===== config.mk =====
export PLATFORM = sky130hd
export DESIGN_NAME = reflectance_line_classifier
export DESIGN_NICKNAME = d
export VERILOG_FILES = /design/src/hdl/rlc_pkg.sv /design/src/hdl/rlc_cfg.sv /design/src/hdl/rlc_lane.sv /design/src/hdl/rlc_merge.sv /design/src/hdl/reflectance_line_classifier.sv
export SDC_FILE = /design/constraint.sdc
export NUM_CORES = 1
export LEC_CHECK = 0
export BUFFER_PORTS_ARGS = -buffer_cell sky130_fd_sc_hd__buf_2
export CELL_PAD_IN_SITES_DETAIL_PLACEMENT = 1
export CELL_PAD_IN_SITES_GLOBAL_PLACEMENT = 1
export CORE_MARGIN = 2
export CORE_UTILIZATION = 50
export DETAILED_ROUTE_END_ITERATION = 8
export HOLD_SLACK_MARGIN = 0.08
export PLACE_DENSITY = 0.87
export SLEW_MARGIN = 20
export SYNTH_ARGS = -nofsm -noshare
export SYNTH_HDL_FRONTEND = slang
export SYNTH_SLANG_ARGS = --single-unit

===== constraint.sdc =====
create_clock -name clk -period 7.6 [get_ports clk]
set_clock_uncertainty 0.1 [all_clocks]
set_input_delay 1.14 -clock clk [delete_from_list [all_inputs] [get_ports clk]]
set_output_delay 1.14 -clock clk [all_outputs]
set_load 0.005 [all_outputs]

===== src/hdl/rlc_pkg.sv =====
// ----------------------------------------------------------------------------
// rlc_pkg
// Shared types and constants for the reflectance line classifier.
// ----------------------------------------------------------------------------
package rlc_pkg;

  localparam int SENSOR_COUNT = 8;
  localparam int TIME_BITS    = 14;
  localparam int DRIVE_BITS   = 16;
  localparam int APB_AW       = 5;
  localparam int APB_DW       = 32;
  localparam int REG_IDX_W    = 3;

  // Register indexes (byte address = 4 * index)
  localparam logic [REG_IDX_W-1:0] REG_WINDOW_LOW   = 3'd0;
  localparam logic [REG_IDX_W-1:0] REG_WINDOW_HIGH  = 3'd1;
  localparam logic [REG_IDX_W-1:0] REG_SAMPLE_COUNT = 3'd2;
  localparam logic [REG_IDX_W-1:0] REG_CRUISE_LEFT  = 3'd3;
  localparam logic [REG_IDX_W-1:0] REG_CRUISE_RIGHT = 3'd4;
  localparam logic [REG_IDX_W-1:0] REG_TRIM_STEP    = 3'd5;
  localparam logic [REG_IDX_W-1:0] REG_SPIN_LEFT    = 3'd6;
  localparam logic [REG_IDX_W-1:0] REG_SPIN_RIGHT   = 3'd7;

  // Sensor positions, 0-based (sensor n sits at n-1)
  localparam int S2 = 1;
  localparam int S3 = 2;
  localparam int S4 = 3;
  localparam int S5 = 4;
  localparam int S6 = 5;
  localparam int S7 = 6;

  typedef logic [TIME_BITS-1:0]  time_t;
  typedef logic [DRIVE_BITS-1:0] drive_t;

  typedef enum logic [3:0] {
    DEC_CROSS       = 4'd0,
    DEC_RIGHT       = 4'd1,
    DEC_LEFT        = 4'd2,
    DEC_BACK        = 4'd3,
    DEC_PIVOT_RIGHT = 4'd4,
    DEC_PIVOT_LEFT  = 4'd5,
    DEC_TRIM_LEFT   = 4'd6,
    DEC_TRIM_RIGHT  = 4'd7,
    DEC_STRAIGHT    = 4'd8
  } decision_t;

  typedef struct packed {
    logic [SENSOR_COUNT-1:0] sensor_bits;
    logic                    window_start;
  } rlc_in_t;

  typedef struct packed {
    logic [3:0] decision;
    drive_t     left_drive;
    drive_t     right_drive;
    logic       front_line;
  } rlc_out_t;

  typedef struct packed {
    time_t  window_low;
    time_t  window_high;
    time_t  sample_count;
    drive_t cruise_left;
    drive_t cruise_right;
    drive_t trim_step;
    drive_t spin_left_drive;
    drive_t spin_right_drive;
  } rlc_cfg_t;

  // Per-lane classification of one capture time
  typedef struct packed {
    logic in_win;
    logic below;
  } lane_flag_t;

endpackage


===== src/hdl/rlc_cfg.sv =====
// ----------------------------------------------------------------------------
// rlc_cfg
// APB register bank holding the classifier configuration.
// ----------------------------------------------------------------------------
module rlc_cfg (
  input  logic                       clk,
  input  logic                       rst,
  input  logic                       psel,
  input  logic                       penable,
  input  logic                       pwrite,
  input  logic [rlc_pkg::APB_AW-1:0] paddr,
  input  logic [rlc_pkg::APB_DW-1:0] pwdata,
  output logic [rlc_pkg::APB_DW-1:0] prdata,
  output logic                       pready,
  output rlc_pkg::rlc_cfg_t          cfg
);

  logic                              wr_en;
  logic [rlc_pkg::REG_IDX_W-1:0]     idx;

  assign pready = 1'b1;
  assign wr_en  = psel && penable && pwrite;
  assign idx    = paddr[rlc_pkg::APB_AW-1:2];

  always_ff @(posedge clk) begin
    if (rst) begin
      cfg.window_low       <= rlc_pkg::TIME_BITS'(400);
      cfg.window_high      <= rlc_pkg::TIME_BITS'(1300);
      cfg.sample_count     <= rlc_pkg::TIME_BITS'(10000);
      cfg.cruise_left      <= '0;
      cfg.cruise_right     <= '0;
      cfg.trim_step        <= rlc_pkg::DRIVE_BITS'(200);
      cfg.spin_left_drive  <= rlc_pkg::DRIVE_BITS'(1080);
      cfg.spin_right_drive <= rlc_pkg::DRIVE_BITS'(1000);
    end else if (wr_en) begin
      unique case (idx)
        rlc_pkg::REG_WINDOW_LOW:   cfg.window_low       <= pwdata[rlc_pkg::TIME_BITS-1:0];
        rlc_pkg::REG_WINDOW_HIGH:  cfg.window_high      <= pwdata[rlc_pkg::TIME_BITS-1:0];
        rlc_pkg::REG_SAMPLE_COUNT: cfg.sample_count     <= pwdata[rlc_pkg::TIME_BITS-1:0];
        rlc_pkg::REG_CRUISE_LEFT:  cfg.cruise_left      <= pwdata[rlc_pkg::DRIVE_BITS-1:0];
        rlc_pkg::REG_CRUISE_RIGHT: cfg.cruise_right     <= pwdata[rlc_pkg::DRIVE_BITS-1:0];
        rlc_pkg::REG_TRIM_STEP:    cfg.trim_step        <= pwdata[rlc_pkg::DRIVE_BITS-1:0];
        rlc_pkg::REG_SPIN_LEFT:    cfg.spin_left_drive  <= pwdata[rlc_pkg::DRIVE_BITS-1:0];
        rlc_pkg::REG_SPIN_RIGHT:   cfg.spin_right_drive <= pwdata[rlc_pkg::DRIVE_BITS-1:0];
        default: ;
      endcase
    end
  end

  always_comb begin
    prdata = '0;
    unique case (idx)
      rlc_pkg::REG_WINDOW_LOW:   prdata = rlc_pkg::APB_DW'(cfg.window_low);
      rlc_pkg::REG_WINDOW_HIGH:  prdata = rlc_pkg::APB_DW'(cfg.window_high);
      rlc_pkg::REG_SAMPLE_COUNT: prdata = rlc_pkg::APB_DW'(cfg.sample_count);
      rlc_pkg::REG_CRUISE_LEFT:  prdata = rlc_pkg::APB_DW'(cfg.cruise_left);
      rlc_pkg::REG_CRUISE_RIGHT: prdata = rlc_pkg::APB_DW'(cfg.cruise_right);
      rlc_pkg::REG_TRIM_STEP:    prdata = rlc_pkg::APB_DW'(cfg.trim_step);
      rlc_pkg::REG_SPIN_LEFT:    prdata = rlc_pkg::APB_DW'(cfg.spin_left_drive);
      rlc_pkg::REG_SPIN_RIGHT:   prdata = rlc_pkg::APB_DW'(cfg.spin_right_drive);
      default:                   prdata = '0;
    endcase
  end

endmodule


===== src/hdl/rlc_lane.sv =====
// ----------------------------------------------------------------------------
// rlc_lane
// One sensor lane: first-low capture register and window classification.
// ----------------------------------------------------------------------------
module rlc_lane (
  input  logic                 clk,
  input  logic                 rst,
  input  logic                 accept,
  input  logic                 start,
  input  logic                 window_end,
  input  logic                 sensor_bit,
  input  rlc_pkg::time_t       tick_now,
  input  rlc_pkg::time_t       window_low,
  input  rlc_pkg::time_t       window_high,
  output rlc_pkg::lane_flag_t  flag
);

  rlc_pkg::time_t capture;
  rlc_pkg::time_t capture_cur;
  rlc_pkg::time_t capture_next;

  always_comb begin
    capture_cur  = start ? '0 : capture;
    // a zero capture still counts as unseen, so a later low overwrites it
    capture_next = (capture_cur == '0 && !sensor_bit) ? tick_now : capture_cur;
    flag.in_win  = (capture_next > window_low) && (capture_next < window_high);
    flag.below   = capture_next < window_low;
  end

  always_ff @(posedge clk) begin
    if (rst) begin
      capture <= '0;
    end else if (accept) begin
      capture <= window_end ? '0 : capture_next;
    end
  end

endmodule


===== src/hdl/rlc_merge.sv =====
// ----------------------------------------------------------------------------
// rlc_merge
// Merge stage: registers the lane flags at window end, resolves the
// priority decision and drive values, and holds the result for the sink.
// ----------------------------------------------------------------------------
module rlc_merge (
  input  logic                                       clk,
  input  logic                                       rst,
  input  logic                                       load,
  input  rlc_pkg::lane_flag_t [rlc_pkg::SENSOR_COUNT-1:0] flags,
  input  rlc_pkg::rlc_cfg_t                          cfg,
  output logic                                       hold,
  output logic                                       out_valid,
  input  logic                                       out_stall,
  output rlc_pkg::rlc_out_t                          out_item
);

  logic [rlc_pkg::SENSOR_COUNT-1:0] fl_in;
  logic [rlc_pkg::SENSOR_COUNT-1:0] fl_below;
  logic                             fl_valid;
  logic                             fl_move;
  rlc_pkg::rlc_out_t                result;
  rlc_pkg::decision_t               dec;

  assign fl_move = !out_valid || !out_stall;
  assign hold    = fl_valid && !fl_move;

  always_ff @(posedge clk) begin
    if (rst) begin
      fl_valid <= 1'b0;
    end else if (load) begin
      fl_valid <= 1'b1;
    end else if (fl_move) begin
      fl_valid <= 1'b0;
    end
  end

  always_ff @(posedge clk) begin
    if (load) begin
      for (int k = 0; k < rlc_pkg::SENSOR_COUNT; k++) begin
        fl_in[k]    <= flags[k].in_win;
        fl_below[k] <= flags[k].below;
      end
    end
  end

  always_comb begin
    priority if (fl_in[rlc_pkg::S2] && fl_in[rlc_pkg::S7]) begin
      dec = rlc_pkg::DEC_CROSS;
    end else if (fl_in[rlc_pkg::S2] && fl_in[rlc_pkg::S3]) begin
      dec = rlc_pkg::DEC_RIGHT;
    end else if (fl_in[rlc_pkg::S7] && fl_in[rlc_pkg::S6]) begin
      dec = rlc_pkg::DEC_LEFT;
    end else if (fl_below[rlc_pkg::S5] && fl_below[rlc_pkg::S4]) begin
      dec = rlc_pkg::DEC_BACK;
    end else if (fl_in[rlc_pkg::S2]) begin
      dec = rlc_pkg::DEC_PIVOT_RIGHT;
    end else if (fl_in[rlc_pkg::S7]) begin
      dec = rlc_pkg::DEC_PIVOT_LEFT;
    end else if (fl_in[rlc_pkg::S3]) begin
      dec = rlc_pkg::DEC_TRIM_LEFT;
    end else if (fl_in[rlc_pkg::S6]) begin
      dec = rlc_pkg::DEC_TRIM_RIGHT;
    end else begin
      dec = rlc_pkg::DEC_STRAIGHT;
    end
  end

  always_comb begin
    result.decision   = dec;
    result.front_line = fl_in[rlc_pkg::S4] && fl_in[rlc_pkg::S5];
    unique case (dec)
      rlc_pkg::DEC_PIVOT_RIGHT, rlc_pkg::DEC_PIVOT_LEFT: begin
        result.left_drive  = cfg.spin_left_drive;
        result.right_drive = cfg.spin_right_drive;
      end
      rlc_pkg::DEC_TRIM_LEFT: begin
        result.left_drive  = (cfg.cruise_left > cfg.trim_step) ?
                             cfg.cruise_left - cfg.trim_step : '0;
        result.right_drive = cfg.cruise_right;
      end
      rlc_pkg::DEC_TRIM_RIGHT: begin
        result.left_drive  = cfg.cruise_left;
        result.right_drive = (cfg.cruise_right > cfg.trim_step) ?
                             cfg.cruise_right - cfg.trim_step : '0;
      end
      rlc_pkg::DEC_STRAIGHT: begin
        result.left_drive  = cfg.cruise_left;
        result.right_drive = cfg.cruise_right;
      end
      default: begin
        result.left_drive  = '0;
        result.right_drive = '0;
      end
    endcase
  end

  always_ff @(posedge clk) begin
    if (rst) begin
      out_valid <= 1'b0;
    end else if (fl_move) begin
      out_valid <= fl_valid;
    end
  end

  always_ff @(posedge clk) begin
    if (fl_move && fl_valid) begin
      out_item <= result;
    end
  end

endmodule


===== src/hdl/reflectance_line_classifier.sv =====
// ----------------------------------------------------------------------------
// reflectance_line_classifier
// Top level: tick counter, eight capture lanes, merge stage and APB registers.
// ----------------------------------------------------------------------------
// Takes one sensor sample per cycle; the eight lanes update their first-low
// capture times in parallel, so a new request is accepted every cycle while
// in_stall is low. On the last tick of a window the lane flags are registered
// in the merge stage, then the result in the output register. Input stall
// rises only while a result sits there and the output register is stalled.
module reflectance_line_classifier (
  input  logic                       clk,
  input  logic                       rst,
  input  logic                       in_valid,
  output logic                       in_stall,
  input  rlc_pkg::rlc_in_t           in_item,
  output logic                       out_valid,
  input  logic                       out_stall,
  output rlc_pkg::rlc_out_t          out_item,
  input  logic                       psel,
  input  logic                       penable,
  input  logic                       pwrite,
  input  logic [rlc_pkg::APB_AW-1:0] paddr,
  input  logic [rlc_pkg::APB_DW-1:0] pwdata,
  output logic [rlc_pkg::APB_DW-1:0] prdata,
  output logic                       pready
);

  rlc_pkg::rlc_cfg_t                              cfg;
  rlc_pkg::lane_flag_t [rlc_pkg::SENSOR_COUNT-1:0] flags;
  rlc_pkg::time_t                                 tick;
  rlc_pkg::time_t                                 tick_now;
  rlc_pkg::time_t                                 last_tick;
  logic                                           accept;
  logic                                           window_end;
  logic                                           hold;

  assign in_stall   = hold;
  assign accept     = in_valid && !in_stall;
  assign tick_now   = in_item.window_start ? '0 : tick;
  assign last_tick  = (cfg.sample_count == '0) ? '0 : cfg.sample_count - 1'b1;
  assign window_end = tick_now >= last_tick;

  always_ff @(posedge clk) begin
    if (rst) begin
      tick <= '0;
    end else if (accept) begin
      tick <= window_end ? '0 : tick_now + 1'b1;
    end
  end

  rlc_cfg u_cfg (
    .clk     (clk),
    .rst     (rst),
    .psel    (psel),
    .penable (penable),
    .pwrite  (pwrite),
    .paddr   (paddr),
    .pwdata  (pwdata),
    .prdata  (prdata),
    .pready  (pready),
    .cfg     (cfg)
  );

  for (genvar k = 0; k < rlc_pkg::SENSOR_COUNT; k++) begin : g_lane
    rlc_lane u_lane (
      .clk         (clk),
      .rst         (rst),
      .accept      (accept),
      .start       (in_item.window_start),
      .window_end  (window_end),
      .sensor_bit  (in_item.sensor_bits[k]),
      .tick_now    (tick_now),
      .window_low  (cfg.window_low),
      .window_high (cfg.window_high),
      .flag        (flags[k])
    );
  end

  rlc_merge u_merge (
    .clk       (clk),
    .rst       (rst),
    .load      (accept && window_end),
    .flags     (flags),
    .cfg       (cfg),
    .hold      (hold),
    .out_valid (out_valid),
    .out_stall (out_stall),
    .out_item  (out_item)
  );

endmodule


==> reports/metrics.yaml, run 1 <==
slowest_stage: "nor2_1"
root_buffer: "clkbuf_16"
endpoint_kind: "primary output"
r2r_slack_ns: 3.24
netlist_area_um2: 17940
seq_area_um2: 5796
portBuffers: 87
outcome: "finished, final reports clean"
synth_top_area_frac: 0.2477
finalSetupViolations: 0
numCtsBuffers: 31
ys_ff_latch: 267
clock_sinks: 267
worstPathCellList: "buf_2, buf_4, inv_1, nor2_1, a22o_1, a221oi_1, a31oi_1, buf_2"
tns_ns: 0
path_max_fanout: 47
p_leak_nw: 8.011
fin_crit_sh: 0.6835
first_pass_iters: 5
yosysMostFrequentCell: "nand2_1"
holdBufCountCts: 0
ir_drop_uv: 185.4
hold_viol_final: 0
grt_pass1_wl_um: 105300
grt_overflow: 0
reg2reg_from: "u_cfg.cfg[80]$_SDFFE_PP0P_"
start_util: 0.5057
drv_slew: 0
core_um2: 35480
routed_wl_um: 69160
hold_end: "u_cfg.cfg[99]$_SDFFE_PP0P_"
yosys_warnings: 0
yosys.area.top_type: "dfxtp_1"
grt_pass1_vias: 18070
cts.htree.levels: 1
synth.area.top_cells: "dfxtp_1 25%, ha_1 15%, a21oi_1 8.4%"
final_antenna_net_count: 0
pre_cts_slack_ns: 2.497
hold_start: "u_cfg.cfg[99]$_SDFFE_PP0P_"
synth_edf_count: 45
worstSkewPairLatency_ns: 0.61
tightestPinTransition_ns: 0.9435
r2r_end: "g_lane[5].u_lane.capture[0]$_SDFFE_PP0P_"
postCtsSetupRepairBufs: 0
powerDensity_nw_per_um2: 160.9
syn_area_per_cell_um2: 7.971
p_total_mw: 3.144
ff2ff_path_depth: 15
maxCapViolations: 0
fin_ws_ns: 2.405
yosysSeqAreaShare: 0.3230
hpwlAfterDp_um: 50850
cp.required_ns: 6.36
path_class: "input port to primary output"
cts_buffer_depth: 3
die_width_um: 193.4
place_congestion: 0.9479
yosys-top-cells-count: "344 x nand2_1, 301 x a21oi_1, 226 x nor2_1"
dieArea_um2: 37420
layout-drive-gt1-share: 0.08639
grt_start_max_net_pins: 78
grt_setup_unrepaired: "false"
track_usage: 0.3576
antenna_found_initial: 0
cts_tree: "yes"
worst_slew_margin_rel: 0.3687
cp_slowest_stage_delay_ns: 0.65
pin_count: 125
hp-class: "register to register"
nets: 2534
ys_async_sr_fraction: 0
syn_to_final_growth_pct: 8.925
drt_iter0_markers: 1468
cpMostUsedCell: "buf_2"
num_rows: 69
die_h_um: 193.4
yosysUniqueCellTypes: 76
max_freq_mhz: 192.5
wire_per_inst_um: 25.11
multiInputGateArea_um2: 11290
viasPerCell: 6.534
timing.final.crit_period_ns: 5.195
start_kind: "input port"
arrival_ns: 3.95
fillCellCount: 4326
num_vias: 18000
ys.flop_type: "dfxtp_1"
ctsResizeCount: 0
min_path_cells: 2
synthCells: 2251
clk_pin_slew_ns: 0.06
drc: 0
## how the worst max path moves through the flow
stage / cells after the start / slack [ns] / from / endpoint
2_1_floorplan: 1 / 3.14 / out_stall / u_merge.out_item[0]$_DFFE_PP_
3_3_place_gp: 12 / 2.63 / in_item[0] / u_merge.fl_in[2]$_DFFE_PP_
3_5_place_dp: 13 / 2.50 / in_item[0] / tick[0]$_SDFFE_PP0P_
4_1_cts: 8 / 2.58 / paddr[3] / prdata[11]
5_1_grt: 8 / 2.40 / paddr[3] / prdata[11]
6_report: 8 / 2.41 / paddr[3] / prdata[11]
## per-layer routing
metal / wire length [um] / track usage / vias to the layer above
li1: - / - / 8096
met1: 27240 / 0.4317 / 8858
met2: 32550 / 0.5988 / 792
met3: 4343 / 0.05143 / 250
met4: 5020 / 0.2262 / 0
met5: 0 / 0 / -
## per-stage QoR
| step | hold slack [ns] | instance area [um^2] | cells | utilization |
|---|---|---|---|---|
| 6_report | 0.3571 | 19550 | 2754 | 0.5508 |
| 5_1_grt | 0.3711 | 19540 | 2753 | 0.5508 |
| 4_1_cts | 0.3563 | 19530 | 2753 | 0.5504 |
| 3_5_place_dp | 0.3490 | 18570 | 2697 | 0.5234 |
| 3_3_place_gp | 0.3411 | 18570 | 2697 | 0.5234 |
| 2_1_floorplan | 0.3363 | 18000 | 2266 | - |
## flip-flops by register name, summed over array words and instances, names as in the netlist
name,flops
u_cfg.cfg,122
g_lane.u_lane.capture,84
u_merge.fl_in,6
u_merge.fl_below,2
u_merge.out_item,37
u_merge.fl_valid,1
tick,14
u_merge.out_valid,1
## layout make-up
type / instances / area share
repair buffers: 112 / 0.03214
clock inverters: 10 / 0.003713
clock buffers: 46 / 0.04520
flip-flops and latches: 267 / 0.2965
diodes: 1 / 0.0001280
multi-input cells: 1777 / 0.5774
well taps: 461 / 0.02951
inverters: 80 / 0.01536
## logic make-up (layout without fill, tap and decap cells)
kind of cell             Yosys count  after routing  synth area share
multiplexers                      44             44           0.02901
AND/OR/NAND/NOR                  791            791            0.1982
AO/OA/AOI/OAI                    674            674            0.2285
XOR/XNOR                          39             39           0.01904
flip-flops                       267            267            0.3230
adder cells (fa/ha/maj)          212            212            0.1487
other                              2             18         0.0004185
buffers and inverters            222            248           0.05313
## where the power goes
part | leakage [nW] | total, mW | internal [mW] | switching [mW]
Combinational | 5.36 | 0.247 | 0.0678 | 0.179
Clock | 0.475 | 1.45 | 0.805 | 0.641
Sequential | 2.18 | 1.45 | 1.44 | 0.0109
## cells in the final DEF (no fill, tap or decap), types with 34 or more instances in the layout
cell type / netlist / routed
nor2_1: 226 / 222
inv_1: 79 / 79
nand4_1: 38 / 38
ha_1: 210 / 210
nand2_1: 344 / 344
dfxtp_1: 222 / 222
a21o_1: 51 / 51
edfxtp_1: 45 / 45
mux2i_1: 34 / 34
a21oi_1: 301 / 300
a22oi_1: 60 / 60
o21ai_0: 105 / 105
a31oi_1: 35 / 35
buf_2: 33 / 85
## worst max-delay path: cells and delay by family
kind	cells	cell delay [ns]
buf+inv	4	1.36
simple gates	1	0.65
compound gates	3	0.75
(Power assumes the default switching activity.)
==> inputs of run 2 (changes only) <==
--- a/config.mk
+++ b/config.mk
@@ -9,10 +9,10 @@
 export CELL_PAD_IN_SITES_DETAIL_PLACEMENT = 1
 export CELL_PAD_IN_SITES_GLOBAL_PLACEMENT = 1
 export CORE_MARGIN = 2
-export CORE_UTILIZATION = 50
+export CORE_UTILIZATION = 42
 export DETAILED_ROUTE_END_ITERATION = 8
 export HOLD_SLACK_MARGIN = 0.08
-export PLACE_DENSITY = 0.87
+export PLACE_DENSITY = 0.78
 export SLEW_MARGIN = 20
 export SYNTH_ARGS = -nofsm -noshare
 export SYNTH_HDL_FRONTEND = slang
==> constraint.sdc (replaced) <==
create_clock -name clk -period 4.28 [get_ports clk]
set_clock_uncertainty 0.1 [all_clocks]
set_input_delay 0.642 -clock clk [delete_from_list [all_inputs] [get_ports clk]]
set_output_delay 0.642 -clock clk [all_outputs]
set_load 0.005 [all_outputs]
==> run 2 against run 1 <==
  * Worst setup slack worse by 2.2 ns
  * Global-route usage is 4.9 points lower
  * Utilization is 7.6 points lower
  * Via count is 2.4% lower
  * Highest routed layer unchanged
==> reports/metrics.yaml, run 2 (same netlist as run 1, synthesis figures left out) <==
final_antenna_net_count: 0
cts_buffer_depth: 3
path_max_fanout: 9
grt_start_max_net_pins: 93
fin_crit_sh: 0.9411
grt_pass1_vias: 17910
grt_setup_unrepaired: "false"
endpoint_kind: "register"
switching_share: 0.2520
worst_slew_margin_rel: 0.2629
maxCapViolations: 0
first_pass_iters: 6
drt_iter0_markers: 1323
path_class: "register to register"
drv_slew: 0
p_clk_frac: 0.475
worst-path-buf-inv: 1
wire_per_inst_um: 24.35
num_vias: 17560
powerDensity_nw_per_um2: 288.8
grt_pass1_wl_um: 106000
cts.htree.levels: 1
num_rows: 75
worstPathCellList: "nor4_1, and4_1, nor2_1, nor2_2, buf_4, nand2_1, a21oi_1, ha_1, nand2_1, nor4_1, a22o_1, a2111oi_0, o21ai_0, a311oi_1"
hp-class: "input port to register"
cp.required_ns: 4.54
cp_slowest_stage_delay_ns: 0.38
crit_family: "compound AO/OA/AOI/OAI gates"
cts_tree: "yes"
regMostFlops: "u_cfg.cfg"
routed_wl_um: 69680
place_congestion: 0.9402
p_leak_nw: 8.192
tns_ns: 0
nets: 2563
die_width_um: 210.7
combPwrFrac: 0.079
start_kind: "register"
layout-drive-gt1-share: 0.09862
root_buffer: "clkbuf_16"
timing.final.crit_period_ns: 4.028
numCtsBuffers: 30
final_cell_mix: "344 x nand2_1, 300 x a21oi_1, 225 x nor2_1"
finalSetupViolations: 0
post-route-util: 0.4745
drc: 0
worstSkewPairLatency_ns: 0.59
reg_top3: "u_cfg.cfg x122, g_lane.u_lane.capture x84, u_merge.out_item x37"
antenna_found_initial: 0
dieArea_um2: 44390
max_freq_mhz: 248.3
hold_viol_final: 0
track_usage: 0.3083
syn_to_final_growth_pct: 11.17
core_um2: 42040
portBuffers: 87
die_h_um: 210.7
p_sw_mw: 1.452
clock_sinks: 267
arrival_ns: 4.29
power_frac_seq: 0.446
diodes: 0
outcome: "finished, final reports clean"
slowest_stage: "a311oi_1"
clk_pin_slew_ns: 0.06
largest_reg_flops: 122
hpwlAfterDp_um: 51670
mostFrequentLayoutCell: "nand2_1"
viasPerCell: 6.139
start_util: 0.4268
pin_count: 125
p_int_mw: 4.309
ir_drop_uv: 353.1
grt_overflow: 0
tightestPinTransition_ns: 1.102
-- run 2: cell types whose count changed in the layout (fill, tap and decap cells not counted), sizes merged --
cell	delta
clkinvlp	+2
diode	-1
clkinv	-1
bufinv	+4
clkbuf	-2
buf	+30
inv	-3
-- run 2: layer usage --
| layer | GRT usage | vias up | wire length, um |
|---|---|---|---|
| met5 | 0 | - | 0 |
| met4 | 0.1552 | 0 | 3902 |
| met3 | 0.03553 | 207 | 3536 |
| met2 | 0.5249 | 587 | 33020 |
| met1 | 0.3866 | 8621 | 29220 |
| li1 | - | 8149 | - |
-- run 2: power groups by stage --
| stage | registers [mW] | clock network, mW | logic (mW) |
|---|---|---|---|
| 6_report | 2.57 | 2.73 | 0.455 |
| 5_1_grt | 2.57 | 2.86 | 0.484 |
| 4_1_cts | 2.57 | 2.76 | 0.443 |
| 3_5_place_dp | 2.63 | 0 | 0.440 |
| 3_3_place_gp | 2.62 | 0 | 0.428 |
| 2_1_floorplan | 2.62 | 0 | 0.299 |
-- run 2: final timing paths --
kind                                             from                       endpoint  slack (ns)  cells after the start
max          g_lane[4].u_lane.capture[6]$_SDFFE_PP0P_     u_merge.fl_in[4]$_DFFE_PP_        0.25                     14
min                                          in_valid  u_merge.fl_valid$_SDFFE_PP0P_        0.25                      3
max reg2reg  g_lane[4].u_lane.capture[6]$_SDFFE_PP0P_     u_merge.fl_in[4]$_DFFE_PP_        0.25                     14
min reg2reg               u_cfg.cfg[109]$_SDFFE_PP0P_    u_cfg.cfg[109]$_SDFFE_PP0P_        0.36                      2
-- run 2: metrics by stage --
stage | area (um^2) | setup slack [ns] | total power [mW] | std cells | hold slack (ns)
6_report | 19950 | 0.2522 | 5.760 | 2861 | 0.2531
5_1_grt | 19950 | 0.008594 | 5.918 | 2861 | 0.2572
4_1_cts | 19930 | 0.1178 | 5.774 | 2861 | 0.2381
3_5_place_dp | 18910 | 0.1198 | 3.065 | 2805 | 0.3511
3_3_place_gp | 18910 | 0.3328 | 3.052 | 2805 | 0.3416
2_1_floorplan | 18000 | 0.3152 | 2.919 | 2266 | 0.3363
-- run 2: layout make-up --
cell class / instances / area, um^2
Multi-Input combinational cell: 1777 / 11290
Clock buffer: 44 / 855.8
Sequential cell: 267 / 5796
Timing Repair Buffer: 142 / 865.8
Fill cell: 5135 / 22090
Clock inverter: 12 / 165.2
Tap cell: 539 / 674.4
Inverter: 80 / 300.3
-- run 2: timing repair --
action / 4_1_cts / 5_1_grt
resized for setup: 0 / 3
buffers inserted: 0 / 0
setup endpoints to repair: 0 / 86
hold buffers: 0 / 0
-- run 2: tightest hold or removal path, delay by kind of cell --
family,cells,cell delay (ns)
buffers and inverters,1,0.12
AOI/OAI and AO/OA,1,0.06
and+or+nand+nor,1,0.07
